**config.mk**
```make
export PLATFORM = sky130hd
export DESIGN_NAME = key_debounce_long_press
export DESIGN_NICKNAME = d
export VERILOG_FILES = /design/src/rtl/kdlp_pkg.sv /design/src/rtl/key_debounce_long_press.sv
export SDC_FILE = /design/constraint.sdc
export NUM_CORES = 1
export LEC_CHECK = 0
export BUFFER_PORTS_ARGS = -buffer_cell sky130_fd_sc_hd__buf_4
export CELL_PAD_IN_SITES_DETAIL_PLACEMENT = 0
export CELL_PAD_IN_SITES_GLOBAL_PLACEMENT = 1
export CORE_ASPECT_RATIO = 0.6
export CORE_MARGIN = 4
export CORE_UTILIZATION = 35
export CTS_BUF_LIST = sky130_fd_sc_hd__clkbuf_4 sky130_fd_sc_hd__clkbuf_8 sky130_fd_sc_hd__clkbuf_16
export DETAILED_ROUTE_END_ITERATION = 16
export PLACE_DENSITY_LB_ADDON = 0.1
export SYNTH_ARGS = -nofsm -noshare
export SYNTH_HDL_FRONTEND = slang
export SYNTH_SLANG_ARGS = --single-unit
```
**constraint.sdc**
```tcl
create_clock -name clk -period 5.35 [get_ports clk]
set_clock_uncertainty 0.2 [all_clocks]
set_input_delay 0 -clock clk [delete_from_list [all_inputs] [get_ports clk]]
set_output_delay 0 -clock clk [all_outputs]
set_load 0.05 [all_outputs]
```
**src/rtl/kdlp_pkg.sv**
```systemverilog
`timescale 1ns / 1ps
// ----------------------------------------------------------------------------
// kdlp_pkg: shared definitions for the key debouncer
// Event codes, field widths and the long press period reset value.
// ----------------------------------------------------------------------------
package kdlp_pkg;

    // Field widths
    localparam int unsigned EVENT_W  = 3;
    localparam int unsigned PERIOD_W = 16;
    localparam int unsigned KEYS_N   = 4;

    // Default long press period in held ticks
    localparam logic [PERIOD_W-1:0] PERIOD_RESET = 16'h6fff;

    // Event codes; key codes 1..4 share the same values
    localparam logic [EVENT_W-1:0] EV_NONE      = 3'd0;
    localparam logic [EVENT_W-1:0] EV_PAUSE     = 3'd1;
    localparam logic [EVENT_W-1:0] EV_PLUS      = 3'd2;
    localparam logic [EVENT_W-1:0] EV_MINUS     = 3'd3;
    localparam logic [EVENT_W-1:0] EV_MOVE      = 3'd4;
    localparam logic [EVENT_W-1:0] EV_MOVE_LONG = 3'd5;

    typedef logic [EVENT_W-1:0] event_t;

    // Priority encoder, pause/start highest; levels are active low
    function automatic event_t encode_keys(input logic [KEYS_N-1:0] keys_n);
        event_t code;
        code = EV_NONE;
        if (!keys_n[0])
        begin
            code = EV_PAUSE;
        end
        else if (!keys_n[1])
        begin
            code = EV_PLUS;
        end
        else if (!keys_n[2])
        begin
            code = EV_MINUS;
        end
        else if (!keys_n[3])
        begin
            code = EV_MOVE;
        end
        return code;
    endfunction

endpackage

```
**src/rtl/key_debounce_long_press.sv**
```systemverilog
`timescale 1ns / 1ps
// An accepted request reaches m_axis through the input register, then the
// result register, and waits there while m_axis_tready is low.
// Throughput: one request per cycle unless a low m_axis_tready stalls the
// result register; the press state advances as each registered sample moves into the result register.
// Reset: rst_n clears phase, latched key, hold count, both valid flags and
// restores long_press_period to 0x6fff.
// ----------------------------------------------------------------------------
// key_debounce_long_press: four-key debouncer with long press detection
// Each request is one scan tick of four active-low key levels; each tick
// yields one event code.
// ----------------------------------------------------------------------------
module key_debounce_long_press
(
    input  logic        clk,
    input  logic        rst_n,
    // configuration: long_press_period
    input  logic        cfg_wr_en,
    input  logic [15:0] cfg_wr_data,
    // scan ticks in
    input  logic        s_axis_tvalid,
    output logic        s_axis_tready,
    input  logic [7:0]  s_axis_tdata,  // [0] key_pause_n, [1] key_plus_n,
                                       // [2] key_minus_n, [3] key_move_n, [7:4] 0
    // events out
    output logic        m_axis_tvalid,
    input  logic        m_axis_tready,
    output logic [7:0]  m_axis_tdata   // [2:0] key_event, [7:3] 0
);

    // Phase codes
    localparam logic [2:0] PH_IDLE     = 3'd0;
    localparam logic [2:0] PH_WOBBLE   = 3'd1;
    localparam logic [2:0] PH_PRESS    = 3'd2;
    localparam logic [2:0] PH_LONG     = 3'd3;
    localparam logic [2:0] PH_CONTINUE = 3'd4;
    localparam logic [2:0] PH_RELEASE  = 3'd5;

    logic [kdlp_pkg::PERIOD_W-1:0] period_reg;

    logic                        in_valid_reg;
    logic [kdlp_pkg::KEYS_N-1:0] in_keys_reg;

    logic            out_valid_reg;
    kdlp_pkg::event_t out_event_reg;

    logic [2:0]                    phase_reg,  phase_next;
    kdlp_pkg::event_t              held_reg,   held_next;
    logic [kdlp_pkg::PERIOD_W-1:0] count_reg,  count_next;
    kdlp_pkg::event_t              event_next;

    kdlp_pkg::event_t              key;
    logic                          down;
    logic [kdlp_pkg::PERIOD_W-1:0] count_inc;
    logic                          advance;

    // Handshake: stage moves when the result register is free or drained
    assign advance       = in_valid_reg && (!out_valid_reg || m_axis_tready);
    assign s_axis_tready = !in_valid_reg || advance;
    assign m_axis_tvalid = out_valid_reg;
    assign m_axis_tdata  = {5'd0, out_event_reg};

    // Configuration register
    always_ff @(posedge clk or negedge rst_n)
    begin
        if (!rst_n)
        begin
            period_reg <= kdlp_pkg::PERIOD_RESET;
        end
        else if (cfg_wr_en)
        begin
            period_reg <= cfg_wr_data;
        end
    end

    // Input register
    always_ff @(posedge clk or negedge rst_n)
    begin
        if (!rst_n)
        begin
            in_valid_reg <= 1'b0;
        end
        else if (s_axis_tready)
        begin
            in_valid_reg <= s_axis_tvalid;
        end
    end

    always_ff @(posedge clk)
    begin
        if (s_axis_tready && s_axis_tvalid)
        begin
            in_keys_reg <= s_axis_tdata[kdlp_pkg::KEYS_N-1:0];
        end
    end

    // Press state machine
    always_comb
    begin
        key        = kdlp_pkg::encode_keys(in_keys_reg);
        down       = (key != kdlp_pkg::EV_NONE);
        count_inc  = count_reg + 16'd1;
        phase_next = phase_reg;
        held_next  = held_reg;
        count_next = count_reg;
        event_next = kdlp_pkg::EV_NONE;
        unique case (phase_reg)
            PH_IDLE:
            begin
                if (down)
                begin
                    phase_next = PH_WOBBLE;
                end
            end
            PH_WOBBLE:
            begin
                phase_next = PH_PRESS;
            end
            PH_PRESS:
            begin
                if (down)
                begin
                    held_next  = key;
                    phase_next = PH_LONG;
                end
                else
                begin
                    phase_next = PH_IDLE;
                end
            end
            PH_LONG:
            begin
                if (down)
                begin
                    count_next = count_inc;
                    if (count_inc > period_reg)
                    begin
                        count_next = '0;
                        phase_next = PH_CONTINUE;
                    end
                end
                else
                begin
                    count_next = '0;
                    phase_next = PH_RELEASE;
                end
            end
            PH_CONTINUE:
            begin
                if (down)
                begin
                    if (held_reg == kdlp_pkg::EV_MOVE)
                    begin
                        held_next  = kdlp_pkg::EV_NONE;
                        event_next = kdlp_pkg::EV_MOVE_LONG;
                    end
                end
                else
                begin
                    phase_next = PH_RELEASE;
                end
            end
            PH_RELEASE:
            begin
                event_next = held_reg;
                phase_next = PH_IDLE;
            end
            default:
            begin
                phase_next = PH_IDLE;
            end
        endcase
    end

    always_ff @(posedge clk or negedge rst_n)
    begin
        if (!rst_n)
        begin
            phase_reg <= PH_IDLE;
            held_reg  <= kdlp_pkg::EV_NONE;
            count_reg <= '0;
        end
        else if (advance)
        begin
            phase_reg <= phase_next;
            held_reg  <= held_next;
            count_reg <= count_next;
        end
    end

    // Result register
    always_ff @(posedge clk or negedge rst_n)
    begin
        if (!rst_n)
        begin
            out_valid_reg <= 1'b0;
        end
        else if (!out_valid_reg || m_axis_tready)
        begin
            out_valid_reg <= in_valid_reg;
        end
    end

    always_ff @(posedge clk)
    begin
        if (advance)
        begin
            out_event_reg <= event_next;
        end
    end

    // Assertions
    a_count_only_long: assert property (@(posedge clk) disable iff (!rst_n)
        (count_reg != '0) |-> (phase_reg == PH_LONG))
        else $error("hold count nonzero outside long phase");

    a_event_source: assert property (@(posedge clk) disable iff (!rst_n)
        (advance && event_next != kdlp_pkg::EV_NONE) |->
        (phase_reg == PH_RELEASE || phase_reg == PH_CONTINUE))
        else $error("event raised from a phase that emits none");

    a_move_long_clears: assert property (@(posedge clk) disable iff (!rst_n)
        (advance && event_next == kdlp_pkg::EV_MOVE_LONG) |=>
        (held_reg == kdlp_pkg::EV_NONE && phase_reg == PH_CONTINUE))
        else $error("latched key not cleared after move-long");

    a_stall_full: assert property (@(posedge clk) disable iff (!rst_n)
        !s_axis_tready |-> (in_valid_reg && out_valid_reg && !m_axis_tready))
        else $error("input stalled with room in the pipeline");

endmodule
```
==> Word level (Yosys, flattened, before mapping) <==
Index checks and enable logic that the tools add are counted.
{ "totals": {"ff_bits": 47, "latchBits": 0, "ramBits": 0, "mem_bits_ro": 0, "in_bits": 29, "output_inout_bits": 10, "word_cells": 53, "mem_count": 0} }
{ "classes": {"add_sub_neg": 1, "multipliers": 0, "div_mod_pow": 0, "n_lt_le_gt_ge": 1, "n_eq_ne": 12, "n_shift": 0, "mux": 19, "bitwise_logic": 0, "reduce_logical": 12} }
{ "ops": {"columns": ["cell", "n"], "rows": [
  ["2-to-1 mux 3 bit", 13],
  ["2-to-1 mux 16 bit", 2],
  ["adder 16 x 1 -> 16 bit, second input constant", 1],
  ["> comparator 16 bit", 1],
  ["one-hot mux 3 bit (5 select lines)", 1],
  ["one-hot mux 3 bit (2 select lines)", 2],
  ["inequality test 2 bit, second input constant", 5],
  ["equality test 3 bit, second input constant", 3],
  ["equality test 3 x 2 -> 1 bit, second input constant", 2],
  ["AND reduction 5 bit", 1],
  ["AND reduction 4 bit", 1],
  ["equality test 3 x 1 -> 1 bit, second input constant", 1],
  ["zero test 3 bit", 1],
  ["inequality test 3 bit, second input constant", 1],
  ["nonzero test 3 bit", 1],
  ["logical AND 1 bit", 2],
  ["zero test 1 bit", 2],
  ["logical OR 1 bit", 2],
  ["2-to-1 mux 2 bit", 1],
  ["AND reduction 2 bit", 1],
  ["nonzero test 2 bit", 1]
]} }

==> Logic depth before layout (Yosys ltp) <==
{ "depth": {"word_depth": 7, "depth_mapped": 14, "depth_no_buf": 13} }

==> Worst setup path after synthesis <==
OpenSTA, ideal clock, no wires.
{ "synth_timing": {"kind": "register to register", "from": "register count_reg[0] (netlist name)", "to": "register phase_reg[2]", "setup_time_ns": 0.121, "t_arrival_ns": 3.036, "t_required_ns": 5.029, "setup_slack_ns": 1.993, "path_stages_with_launch": 14, "path_buffers": 0, "period_less_slack_ns": 3.357, "cell_sequence": "dfrtp_1 > ha_1 > and3_1 > nand3_1 > nor2b_1 > nand3_1 > xnor2_1 > ha_1 > nand4_2 > nor3_1 > nor4_2 > a31oi_4 > or2_1 > a22o_1"} }
{ "synth_between": {"elab_chain_len": 4} }
{ "synth_rtl": {"columns": ["item", "line", "text"], "rows": [
  ["from (decl)", "key_debounce_long_press.sv:49", "logic [kdlp_pkg::PERIOD_W-1:0] count_reg, count_next;"],
  ["from (signal assigned)", "key_debounce_long_press.sv:187", "count_reg <= count_next;"],
  ["adder 16 x 1 -> 16 bit", "key_debounce_long_press.sv:102", "count_inc = count_reg + 16'd1;"],
  ["> comparator 16 bit", "key_debounce_long_press.sv:136", "if (count_inc > period_reg)"],
  ["inequality test 3 bit (no source line)", null, null],
  ["AND reduction 4 bit (no source line)", null, null],
  ["to (signal assigned)", "key_debounce_long_press.sv:185", "phase_reg <= phase_next;"],
  ["to (decl)", "key_debounce_long_press.sv:47", "logic [2:0] phase_reg, phase_next;"]
]} }
Every way passes these cells.
A chain may end at the register's enable or synchronous reset.

==> Worst setup path in the final report <==
{ "layout_timing": {"from": "register count_reg[0] (netlist name)", "to": "register count_reg[14] (netlist name)"} }
{ "layout_between": {"elab_chain_len": 4} }
{ "layout_rtl": {"columns": ["item", "line", "text"], "rows": [
  ["adder 16 x 1 -> 16 bit (*)", "key_debounce_long_press.sv:102", null],
  ["> comparator 16 bit", "key_debounce_long_press.sv:136", null],
  ["2-to-1 mux 16 bit (*)", "key_debounce_long_press.sv:136", null],
  ["2-to-1 mux 16 bit (*)", "key_debounce_long_press.sv:133", "if (down)"]
]} }
Mark *: on every way between the ends. The rest lies on a longest branch, timed or not.

==> metrics.md <==
| Metric | Value |
|---|---|
| Register area share after synthesis | `0.447` |
| Vias in the first global route | `2251` |
| CTS buffer count | `5` |
| Buf/Inv on CP | `1` |
| Cell count along the critical path | `14` |
| H-tree depth | `2` |
| Layout Area Growth over Synthesis | `35.7%` |
| Critical path fanouts, max | `15` |
| DIE HEIGHT | `76.6 um` |
| Slowest CP cell | `a31oi_4` |
| CP Cell Sequence | `ha_1, and3_1, nand3_1, nor2b_1, nand3_1, xnor2_1, ha_1, nand4_2, nor4_2, o21ai_1, a31oi_4, nor3_2, buf_4, a22o_1` |
| RePlAce Congestion | `0.768` |
| Diode count | `0` |
| Iter 0 DRT Violations | `85` |
| Vias | `2253` |
| Net Sw Power | `0.000322 W` |
| Drt pass-1 iters | `4` |
| Final HPWL DP | `4160 um` |
| DRC violations left | `0` |
| Ys flop type | `dfrtp_1` |
| Crit path kind | `reg -> reg` |
| Leak | `1.72 nW` |
| Routed Antenna Nets | `0` |
| VDD IR-drop max | `approximately 0.13 mV` |
| Largest net degree at the start of global routing | `a little over 40` |
| Setup TNS | `0 ps` |
| Total grt overflow | `0` |
| Fraction of layout cells with a size suffix above 1 | `0.161` |
| Slew margin rel. | `0.541` |
| Max-cap violations | `0` |
| Global-route wire length before repair | `10900 um` |
| Mapped Area | `2750 um^2` |
| Number of synthesized flops with an enable pin | `7` |
| Synth Instances | `288` |
| Clock buffer depth | `2` |
| Num Clock Sinks | `47` |
| CTS tree | `done` |
| DIE AREA | `9380 um^2` |
| Slowest Stage Delay on Critical Path | `490 ps` |
| Worst r2r path cells | `14` |
| Cell family with most CP delay | `simple AND/OR/NAND/NOR gates` |
| Hold Path Class | `in -> async` |
| Crit path capture type | `flop` |
| Clk network pwr share | `0.294` |
| Final core utilization | `0.501` |
| Minimum clock period | `approximately 4300 ps` |
| Synth cell types | `47` |
| Slew @ Worst Pin | `between 600 and 700 ps` |
| Power Dens Cells | `280 nW/um^2` |
| Clock-pin slew on the worst setup and hold paths | `~60 ps` |
| Number of synthesized register bits | `47` |
| Fillcell total | `733` |
| Final nets | `417` |
| Die X | `122 um` |
| Worst path arrival time | `~4300 ps` |
| Status | `completed` |
| Ports | `39` |
| Initial Utilization | `0.369` |
| YS warnings | `0` |
| Logic gate share of total power | `0.264` |
| Setup bufs post-CTS | `0` |
| Routed WL per cell | `13.5 um` |
| Net Sw Frac | `0.309` |
| Critical Path Start Type | `flop` |
| Slew Limit Fails | `0` |
| Initial antenna violation count | `0` |
| Routed Wire Length | `6430 um` |
| Routed vias/inst | `between 4 and 5` |
| Hold Violations, Final | `0` |
| Clk_lat worst skew | `290 ps` |
| GRT Resource Usage Total | `0.147` |
| Async SR Flop Fraction | `0.851` |
| # setup viols final | `0` |
| Internal power | `slightly above 0.0007 W` |
| Syn Area/Cell | `9.54 um^2` |
| Fin crit share | `0.799` |
| RSZ-0062 raised after global routing | `false` |
| Core Area | `7450 um^2` |
| Seq pwr share | `0.442` |
| Final instance area | `approximately 3700 um^2` |
| Required time of the critical path | `5330 ps` |
| Total placed instance area | `3040 um^2` |
| FMAX | `234 MHz` |
| PortBufs | `29` |
| Num rows | `24` |
| Clock root buffer | `clkbuf_16` |
[routing by layer]
metal	wire, um	part of all wire	global-route usage
met3	266	0.041	0.0386
met4	91	0.014	0.0469
met1	3440	0.54	0.216
met2	2630	0.41	0.209
met5	0	0	0
[cell families (layout without fill, tap and decap cells)]
| group | after synthesis | count (layout) | share of synthesized area |
|---|---|---|---|
| and+or+nand+nor | 106 | 106 | 0.193 |
| muxes | 4 | 4 | 0.0164 |
| DFF | 47 | 47 | 0.447 |
| adders and majority gates | 17 | 17 | 0.0774 |
| AOI/OAI and AO/OA | 65 | 65 | 0.161 |
| other | 1 | 5 | 0.00136 |
| xor gates and xnor gates | 14 | 14 | 0.0446 |
| buffers and inverters | 34 | 114 | 0.0592 |
[synthesized netlist by cell type (2+ instances only)]
library cell	n	area share
nor2_1	17	0.023
buf_6	2	0.0082
buf_4	5	0.014
o21ai_1	5	0.0091
a211o_1	2	0.0064
a21oi_1	9	0.016
dfstp_2	14	0.13
nor4_2	2	0.0091
dfrtp_1	26	0.24
nor2b_1	5	0.011
mux2_2	2	0.0082
nand2b_1	7	0.016
xor2_1	8	0.026
xnor2_1	6	0.019
and4_1	2	0.0064
a22o_1	11	0.035
o21ai_0	19	0.035
nand3_1	8	0.015
and3_1	5	0.011
edfxtp_1	7	0.077
clkbuf_1	6	0.0082
o31ai_1	10	0.027
nand4_1	2	0.0046
and2_1	2	0.0046
ha_1	17	0.077
nand2_1	41	0.056
nor3_1	9	0.016
inv_1	19	0.026
mux2_1	2	0.0082
[cells in the final DEF (no fill, tap or decap), types with 2 or more instances in the layout]
| master | n |
|---|---|
| mux2_2 | 2 |
| xor2_1 | 8 |
| nor2b_1 | 5 |
| nand2_1 | 41 |
| clkinv_1 | 2 |
| o21ai_0 | 19 |
| and4_1 | 2 |
| nor2_1 | 17 |
| a211o_1 | 2 |
| o21ai_1 | 5 |
| clkbuf_16 | 5 |
| mux2_1 | 2 |
| and3_1 | 5 |
| buf_4 | 31 |
| xnor2_1 | 6 |
| inv_1 | 19 |
| ha_1 | 17 |
| nand3_1 | 8 |
| nor3_1 | 9 |
| conb_1 | 5 |
| edfxtp_1 | 7 |
| nor4_2 | 2 |
| a21oi_1 | 9 |
| dfstp_2 | 14 |
| a22o_1 | 11 |
| and2_1 | 2 |
| dfrtp_1 | 26 |
| dlygate4sd3_1 | 55 |
| nand2b_1 | 7 |
| o31ai_1 | 10 |
| nand4_1 | 2 |
[path summary, 6_finish.rpt]
check | start | to | slack [ps]
setup / recovery | count_reg[0] | count_reg[14] | 1070
setup reg to reg | count_reg[0] | count_reg[14] | 1070
min in group clk | s_axis_tdata[1] | in_keys_reg[1] | 230
hold / removal | rst_n | count_reg[5] | 40
hold reg to reg | in_valid_reg | m_axis_tvalid | 310
max in group asynchronous | rst_n | period_reg[14] | 4530
[layout make-up]
| class | count | area [um^2] | share of cell area |
|---|---|---|---|
| Tap cell | 104 | 130 | 0.0349 |
| Multi-Input combinational cell | 211 | 1370 | 0.368 |
| Timing Repair Buffer | 86 | 783 | 0.210 |
| Clock inverter | 2 | 7.51 | 0.00201 |
| Inverter | 20 | 75.1 | 0.0201 |
| Sequential cell | 47 | 1230 | 0.330 |
| Clock buffer | 6 | 133 | 0.0356 |
[power groups by stage]
stage | Clock (W) | Sequential [W] | Combinational [W]
final | 0.000307 | 0.000461 | 0.000275
after global routing | 0.000330 | 0.000467 | 0.000310
after CTS | 0.000317 | 0.000460 | 0.000276
after detailed placement | 0 | 0.000466 | 0.000236
after global placement | 0 | 0.000465 | 0.000238
after floorplan | 0 | 0.000458 | 0.000174
[stage by stage]
stage / total power, W / instances / setup slack [ps] / hold WS [ps]
after detailed placement: 0.000702 / 413 / 1120 / -172
after CTS: 0.00105 / 476 / 1080 / 55.9
after global placement: 0.000703 / 413 / 1200 / -175
final: 0.00104 / 476 / 1070 / 42.4
after floorplan: 0.000632 / 292 / 1990 / -496
after global routing: 0.00111 / 476 / 629 / 87.9
[repair_timing]
action	CTS	global route
gates resized for setup	0	0
hold buffers	55	0
endpoints found under the hold margin	66	0
No activity file was read; power rests on OpenSTA's default activity.
